File: src/timestamped_multi_writer_register_top_defines.svh
// ----------------------------------------------------------------------------
// Assertion macros for the timestamped multi-writer register
// Shared property forms, clocked on clk and disabled during rst.
// ----------------------------------------------------------------------------
`ifndef TIMESTAMPED_MULTI_WRITER_REGISTER_TOP_DEFINES_SVH
`define TIMESTAMPED_MULTI_WRITER_REGISTER_TOP_DEFINES_SVH

// Same-cycle implication.
`define TMWR_ASSERT_NOW(lbl, ante, cons, msg) \
  lbl: assert property (@(posedge clk) disable iff (rst) (ante) |-> (cons)) else $error(msg);

// Next-cycle implication.
`define TMWR_ASSERT_NEXT(lbl, ante, cons, msg) \
  lbl: assert property (@(posedge clk) disable iff (rst) (ante) |=> (cons)) else $error(msg);

`endif

File: src/tmwr_pkg.sv
// ----------------------------------------------------------------------------
// tmwr_pkg
// Constants and types shared by the register table cells and the top level.
// ----------------------------------------------------------------------------
package tmwr_pkg;

  localparam int ENTRIES    = 8;
  localparam int STAMP_BITS = 32;
  localparam int IDX_W      = $clog2(ENTRIES);
  localparam int VALUE_W    = 32;
  localparam int WRITER_W   = 3;
  localparam int OUT_STAMP_W = 32;

  localparam logic [STAMP_BITS-1:0] STAMP_MAX = {STAMP_BITS{1'b1}};
  localparam logic [63:0] STAMP_MAX_WIDE = 64'(STAMP_MAX);
  localparam logic [OUT_STAMP_W-1:0] OUT_STAMP_MAX = STAMP_MAX_WIDE[OUT_STAMP_W-1:0];

  localparam logic OP_READ  = 1'b0;
  localparam logic OP_WRITE = 1'b1;

  typedef struct packed {
    logic                  vld;
    logic [STAMP_BITS-1:0] stamp;
    logic [VALUE_W-1:0]    value;
    logic [IDX_W-1:0]      idx;
  } link_t;

  typedef struct packed {
    logic                  en;
    logic [IDX_W-1:0]      idx;
    logic [STAMP_BITS-1:0] stamp;
    logic [VALUE_W-1:0]    value;
  } wr_t;

endpackage

File: src/tmwr_cell.sv
// ----------------------------------------------------------------------------
// tmwr_cell
// One table entry: holds its stamp and value, and passes the running
// greatest-stamp candidate on to the next cell through its output register.
// ----------------------------------------------------------------------------
module tmwr_cell
  import tmwr_pkg::*;
(
  input  logic               clk,
  input  logic               rst,
  input  logic [IDX_W-1:0]   cell_idx,
  input  logic [VALUE_W-1:0] init_value,
  input  wr_t                wr,
  input  link_t              link_in,
  output link_t              link_out
);

  logic [STAMP_BITS-1:0] stamp;
  logic [VALUE_W-1:0]    value;
  logic                  written;
  logic [VALUE_W-1:0]    my_value;
  logic                  hit;

  assign my_value = written ? value : init_value;
  assign hit      = wr.en && (wr.idx == cell_idx);

  always_ff @(posedge clk) begin
    if (rst) begin
      stamp   <= '0;
      written <= 1'b0;
    end else if (hit) begin
      stamp   <= wr.stamp;
      written <= 1'b1;
    end
  end

  always_ff @(posedge clk) begin
    if (hit) begin
      value <= wr.value;
    end
  end

  always_ff @(posedge clk) begin
    if (rst) begin
      link_out.vld <= 1'b0;
    end else begin
      link_out.vld <= link_in.vld;
    end
    if (stamp >= link_in.stamp) begin
      link_out.stamp <= stamp;
      link_out.value <= my_value;
      link_out.idx   <= cell_idx;
    end else begin
      link_out.stamp <= link_in.stamp;
      link_out.value <= link_in.value;
      link_out.idx   <= link_in.idx;
    end
  end

endmodule

File: src/timestamped_multi_writer_register_top.sv
// ----------------------------------------------------------------------------
// timestamped_multi_writer_register_top
// Per-writer stamp table that behaves as one atomic register.
// ----------------------------------------------------------------------------
// An operation word enters on the s_axis channel: tuser carries the opcode
// (read or write), tdata the writer index and the value to write. Each word
// yields one result word on m_axis with the value and stamp of the entry
// holding the greatest stamp after the operation, ties going to the higher
// index, and a flag when a write found the stamp already at its maximum.
// The initial value of unwritten entries is set on the cfg channel, which
// is always ready and should be written only while no operation is open.
// The table is a row of ENTRIES cells; a candidate walks through them one
// cell per cycle. As the result leaves the last cell it is loaded into the
// output register, or into a hold register while that one is full. A new
// word is taken only after the scan ends. One operation is open at a time.
// The result sits in an output register; if the receiver stalls, a finished
// result is held and no new word is taken until that register frees up.
// Reset clears all stamps, marks every entry unwritten and sets the
// initial value to zero.
// ----------------------------------------------------------------------------
`include "timestamped_multi_writer_register_top_defines.svh"

module timestamped_multi_writer_register_top
  import tmwr_pkg::*;
(
  input  logic        clk,
  input  logic        rst,
  input  logic        s_axis_tvalid,
  output logic        s_axis_tready,
  input  logic [39:0] s_axis_tdata,   // writer_id[2:0], write_value[34:3], zero
  input  logic [0:0]  s_axis_tuser,   // opcode[0]
  output logic        m_axis_tvalid,
  input  logic        m_axis_tready,
  output logic [71:0] m_axis_tdata,   // current_value[31:0], current_stamp[63:32],
                                      // stamp_saturated[64], zero
  input  logic        cfg_valid,
  output logic        cfg_ready,
  input  logic [31:0] cfg_data        // initial_value
);

  localparam logic [1:0] ST_IDLE = 2'd0;
  localparam logic [1:0] ST_SCAN = 2'd1;
  localparam logic [1:0] ST_HOLD = 2'd2;

  logic [1:0]          state;
  logic                start;
  logic [VALUE_W-1:0]  init_value;
  logic                op;
  logic [WRITER_W-1:0] writer_id;
  logic [VALUE_W-1:0]  write_value;

  link_t               links [ENTRIES+1];
  logic [ENTRIES:0]    link_vld;
  wr_t                 wr;
  link_t               tail;

  logic                in_acc;
  logic                slot_free;
  logic                load_out;
  logic                in_range;
  logic                do_wr;
  logic                top_sat;
  logic [IDX_W-1:0]    wr_idx;

  logic [VALUE_W-1:0]     res_value;
  logic [STAMP_BITS-1:0]  res_stamp;
  logic                   res_sat;
  logic [63:0]            res_stamp_wide;
  logic [VALUE_W-1:0]     hold_value;
  logic [OUT_STAMP_W-1:0] hold_stamp;
  logic                   hold_sat;

  logic                   out_valid;
  logic [VALUE_W-1:0]     out_value;
  logic [OUT_STAMP_W-1:0] out_stamp;
  logic                   out_sat;

  assign s_axis_tready = (state == ST_IDLE);
  assign in_acc        = s_axis_tvalid && s_axis_tready;
  assign cfg_ready     = 1'b1;
  assign m_axis_tvalid = out_valid;
  assign m_axis_tdata  = {7'b0, out_sat, out_stamp, out_value};
  assign slot_free     = !out_valid || m_axis_tready;
  assign load_out      = slot_free && ((state == ST_SCAN && tail.vld) || state == ST_HOLD);

  always_ff @(posedge clk) begin
    if (rst) begin
      init_value <= '0;
    end else if (cfg_valid && cfg_ready) begin
      init_value <= cfg_data;
    end
  end

  always_ff @(posedge clk) begin
    if (in_acc) begin
      op          <= s_axis_tuser[0];
      writer_id   <= s_axis_tdata[2:0];
      write_value <= s_axis_tdata[34:3];
    end
  end

  // The seed loses to cell 0 on any stamp, since ties go to the cell.
  always_comb begin
    links[0].vld   = start;
    links[0].stamp = '0;
    links[0].value = '0;
    links[0].idx   = '0;
  end

  genvar g;
  generate
    for (g = 0; g < ENTRIES; g++) begin : g_cell
      tmwr_cell u_cell (
        .clk        (clk),
        .rst        (rst),
        .cell_idx   (IDX_W'(g)),
        .init_value (init_value),
        .wr         (wr),
        .link_in    (links[g]),
        .link_out   (links[g+1])
      );
    end
    for (g = 0; g <= ENTRIES; g++) begin : g_vld
      assign link_vld[g] = links[g].vld;
    end
  endgenerate

  assign tail     = links[ENTRIES];
  assign in_range = (32'(writer_id) < 32'(ENTRIES));
  assign do_wr    = (op == OP_WRITE) && in_range;
  assign top_sat  = (tail.stamp == STAMP_MAX);
  assign wr_idx   = IDX_W'(writer_id);

  always_comb begin
    wr.en    = (state == ST_SCAN) && tail.vld && do_wr;
    wr.idx   = wr_idx;
    wr.stamp = top_sat ? STAMP_MAX : tail.stamp + STAMP_BITS'(1);
    wr.value = write_value;
  end

  // When saturated, the writer joins the tie at the maximum stamp and wins
  // only if its index is not below the current winner.
  always_comb begin
    res_value = tail.value;
    res_stamp = tail.stamp;
    res_sat   = 1'b0;
    if (do_wr) begin
      res_stamp = wr.stamp;
      res_sat   = top_sat;
      if (!top_sat || (wr_idx >= tail.idx)) begin
        res_value = write_value;
      end
    end
  end

  assign res_stamp_wide = 64'(res_stamp);

  always_ff @(posedge clk) begin
    if (state == ST_SCAN && tail.vld) begin
      hold_value <= res_value;
      hold_stamp <= res_stamp_wide[OUT_STAMP_W-1:0];
      hold_sat   <= res_sat;
    end
  end

  always_ff @(posedge clk) begin
    if (slot_free && state == ST_SCAN && tail.vld) begin
      out_value <= res_value;
      out_stamp <= res_stamp_wide[OUT_STAMP_W-1:0];
      out_sat   <= res_sat;
    end else if (slot_free && state == ST_HOLD) begin
      out_value <= hold_value;
      out_stamp <= hold_stamp;
      out_sat   <= hold_sat;
    end
  end

  always_ff @(posedge clk) begin
    if (rst) begin
      state     <= ST_IDLE;
      start     <= 1'b0;
      out_valid <= 1'b0;
    end else begin
      start <= in_acc;
      if (load_out) begin
        out_valid <= 1'b1;
      end else if (m_axis_tready) begin
        out_valid <= 1'b0;
      end
      case (state)
        ST_IDLE: begin
          if (in_acc) begin
            state <= ST_SCAN;
          end
        end
        ST_SCAN: begin
          if (tail.vld) begin
            if (slot_free) begin
              state <= ST_IDLE;
            end else begin
              state <= ST_HOLD;
            end
          end
        end
        ST_HOLD: begin
          if (slot_free) begin
            state <= ST_IDLE;
          end
        end
        default: begin
          state <= ST_IDLE;
        end
      endcase
    end
  end

  `TMWR_ASSERT_NOW(a_one_candidate, 1'b1, $countones(link_vld) <= 1, "two candidates in row")
  `TMWR_ASSERT_NOW(a_tail_in_scan, tail.vld, state == ST_SCAN, "candidate outside a scan")
  `TMWR_ASSERT_NEXT(a_busy_after_accept, in_acc, !s_axis_tready && start, "scan not started")
  `TMWR_ASSERT_NOW(a_sat_stamp, out_valid && out_sat, out_stamp == OUT_STAMP_MAX, "bad sat stamp")

endmodule

File: config.mk
export PLATFORM = sky130hd
export DESIGN_NAME = timestamped_multi_writer_register_top
export DESIGN_NICKNAME = d
export VERILOG_FILES = /design/src/tmwr_pkg.sv /design/src/tmwr_cell.sv /design/src/timestamped_multi_writer_register_top.sv
export VERILOG_INCLUDE_DIRS = /design/src /design/src/src
export SDC_FILE = /design/constraint.sdc
export NUM_CORES = 2
export LEC_CHECK = 0
export BUFFER_PORTS_ARGS = -buffer_cell sky130_fd_sc_hd__clkbuf_2
export CAP_MARGIN = 15
export CORE_ASPECT_RATIO = 1.1
export CORE_MARGIN = 10
export CORE_UTILIZATION = 40
export CTS_CLUSTER_SIZE = 12
export DETAILED_ROUTE_END_ITERATION = 10
export SYNTH_ARGS = -nofsm -noshare
export SYNTH_HDL_FRONTEND = slang
export SYNTH_SLANG_ARGS = --single-unit
File: constraint.sdc
create_clock -name clk -period 5.15 [get_ports clk]
set_input_delay 1.03 -clock clk [delete_from_list [all_inputs] [get_ports clk]]
set_output_delay 1.03 -clock clk [all_outputs]
set_load 0.1 [all_outputs]
==> results.toml <==
[logic_synthesis]
synth_cell_types = 70
ys_seq_area_share_pct = 58.6
synth_warnings = 0
syn_inst = 4035
ys_ff_latch = 1259
synth_top_cell_area_share_pct = 33.4
async_flop_share_pct = 0
avgSynthCellArea_sq_um = 12.5
synth_ff_type = "dfxtp_1"
yosysTopAreaCell = "dfxtp_1"
synth_edf_count = 422
syn_area_sq_um = 50200
synth.area.top_cells = "dfxtp_1 33%, edfxtp_1 25%, mux2_2 18%"

[floorplanning]
initial_utilization_pct = 40.2
dieArea_sq_um = 140000
ios = 153
coreArea_sq_um = 125000
rows = 136
die_w_um = 358
die_y_um = 392

[critical_path]
crit_type = "flop to flop"
slowest_delay_ns = 0.86
r2r-end = "g_cell[1].u_cell.link_out[11]"
critical-path-top-delay-family = "compound AO/OA/AOI/OAI gates"
path_buf_inv = 3
critPathMaxFanout = 41
crit_arrival_ns = 4.49
cp-start-kind = "flop"
crit_cells = 10
endpoint_kind = "flop"
r2r_start = "g_cell[0].u_cell.link_out[37]"
startpoint = "g_cell[0].u_cell.link_out[37]"
reg2reg_depth = 10
endpoint = "g_cell[1].u_cell.link_out[11]"
crit_top_cell = "buf_4"
critPathSlowestCell = "a2111oi_0"
worst_ep_required_time_ns = 5.79
r2r_setup_slack_ns = 1.30
cp_cell_sequence = "inv_1 > ha_1 > a211o_1 > a31oi_1 > o31ai_1 > a2111oi_0 > buf_4 > o221ai_4 > buf_4 > mux2_2"

[sta]
drv_slew = 0
worst_pin_slew_ns = 1.12
finalSetupTns_ns = 0
fmax_mhz = 260
setup_violations = 0
min_period_ns = 3.85
fin_worst_skew_ns = 0.0206
rsz0062_at_grt = "false"
min_period_over_period_pct = 74.8
slew_headroom_pct = 25.0
finalHoldViolCount = 0
hold_ws_ns = 0.348

[global_route]
antenna_found_initial = 0
grt.total_usage_pct = 15.9
grt_pass1_wl_um = 175000
grt_max_degree = 110
grt_pass1_vias = 30100
globalRoute.totalOverflow = 0

[cts]
cts-root-buf = "clkbuf_16"
cts_tree = "done"
clock_latency_ns = 0.75
cts_setup_buffers = 0
clock_path_buffers = 3
holdBufCountCts = 0
path_clk_slew_ns = 0.06
cts_buffers = 135
htree_levels = 4
post_cts_resized = 0
clock_sinks = 1259

[min_path]
hold_path.class = "flop to flop"

[cells_and_area]
multi_input_area_sq_um = 19100
final_common_cell = "dfxtp_1"
area_growth_pct = 13.7
top_register = "g_cell.u_cell.link_out"
layout.nets = 4469
drive_above_1_share_pct = 29.4
largest_reg_flops = 537
fillers = 11300
regArea_sq_um = 29400
antenna_cells = 0
reg_top3 = "g_cell.u_cell.link_out: 537 flops, g_cell.u_cell.stamp: 256 flops, g_cell.u_cell.value: 256 flops"
layout_common_cells = "829 x dfxtp_1, 803 x mux2_2, 422 x edfxtp_1"

[placed_design]
gp_congestion = 0.810
dp_hpwl_um = 71100
io_buffer_count = 139

[drt]
wire_per_inst_um = 18.9
drc = 0
drt-total-wl_um = 112000
drtAntennaViolNets = 0
first_iter_violations = 1557
viasPerCell = 5.03
first_pass_iters = 5
vias = 29800

[run]
cap_violations = 0

[power_and_ir_drop]
vdd.ir_drop.worst_mv = 0.323
power.leakage_nw = 21.5
p_per_area_nw_per_um2 = 353

[status]
status = "finished clean"
-- synth_stat cells (11+ instances only) --
master and n:
mux2_2 803, nand3_1 38, nor2b_1 12, nor2_1 319
and4_1 15, buf_2 24, a21oi_1 179, a211oi_1 165
edfxtp_1 422, mux2i_1 32, a2111oi_0 11, dfxtp_1 837
nand2b_1 13, inv_1 238, a221oi_1 11, o21ai_0 20
nor4_1 17, nor3_1 31, buf_4 11, nand2_1 227
ha_1 228, nand4_1 39, clkbuf_1 170
-- stage by stage --
step,instances,worst slack [ns],total power (W),util [%],area [sq um]
finish,5926,1.30,0.0202,45.7,57100
global route,5926,1.11,0.0209,45.7,57100
CTS,5926,1.31,0.0204,45.7,57100
detailed placement,5682,1.34,0.0112,42.3,52900
global placement,5682,1.40,0.0112,42.3,52900
floorplan,4041,0.902,0.0110,-,50300
-- report_power, final --
group	switching, W	total (W)	internal, W
logic	0.000203	0.000428	0.000226
clock network	0.00395	0.00921	0.00526
registers	0.000114	0.0105	0.0104
-- cell type report --
cell class / instances / share of cell area, %
sequential: 1259 / 51.5
multi-input combinational: 2320 / 33.5
clock buffer: 202 / 6.74
tap: 1656 / 3.63
timing repair buffer: 200 / 2.30
inverter: 247 / 1.65
clock inverter: 42 / 0.635
-- logic make-up (layout without fill, tap and decap cells) --
logic type	count (synthesis)	count (layout)	synth area share, %
other	2	8	0.0149
buffers and inverters	462	691	3.64
AOI/OAI and AO/OA	469	469	6.22
and+or+nand+nor	765	765	6.88
DFF	1259	1259	58.6
adders and majority gates	228	228	5.68
muxes	843	843	18.9
xor gates and xnor gates	7	7	0.122
-- worst min path at each step --
stage | to | cells past startpoint | slack [ns] | from
6_report | g_cell[0].u_cell.link_out[54] | 0 | 0.35 | g_cell[0].u_cell.stamp[19]
5_1_grt | g_cell[0].u_cell.link_out[51] | 0 | 0.35 | g_cell[0].u_cell.stamp[16]
4_1_cts | g_cell[0].u_cell.link_out[51] | 0 | 0.35 | g_cell[0].u_cell.stamp[16]
3_5_place_dp | g_cell[0].u_cell.link_out[54] | 0 | 0.34 | g_cell[0].u_cell.stamp[19]
3_3_place_gp | g_cell[0].u_cell.link_out[56] | 0 | 0.33 | g_cell[0].u_cell.stamp[21]
2_1_floorplan | g_cell[0].u_cell.link_out[41] | 0 | 0.33 | g_cell[0].u_cell.stamp[6]
-- routing by layer --
layer	part of all wire [%]	GRT usage (%)	vias to the layer above
met5	0	0	-
met4	2.7	5.35	0
met1	44	19.5	14500
met2	50	27.9	433
met3	3.5	2.72	168
li1	-	-	14700
-- worst reg2reg max path, cell delays in order, from the launching register on --
cell and delay [ns]:
dfxtp_1 0.32, inv_1 0.04, ha_1 0.30, a211o_1 0.25
a31oi_1 0.23, o31ai_1 0.13, a2111oi_0 0.86, buf_4 0.27
o221ai_4 0.38, buf_4 0.54, mux2_2 0.43
(Power assumes the default switching activity.)
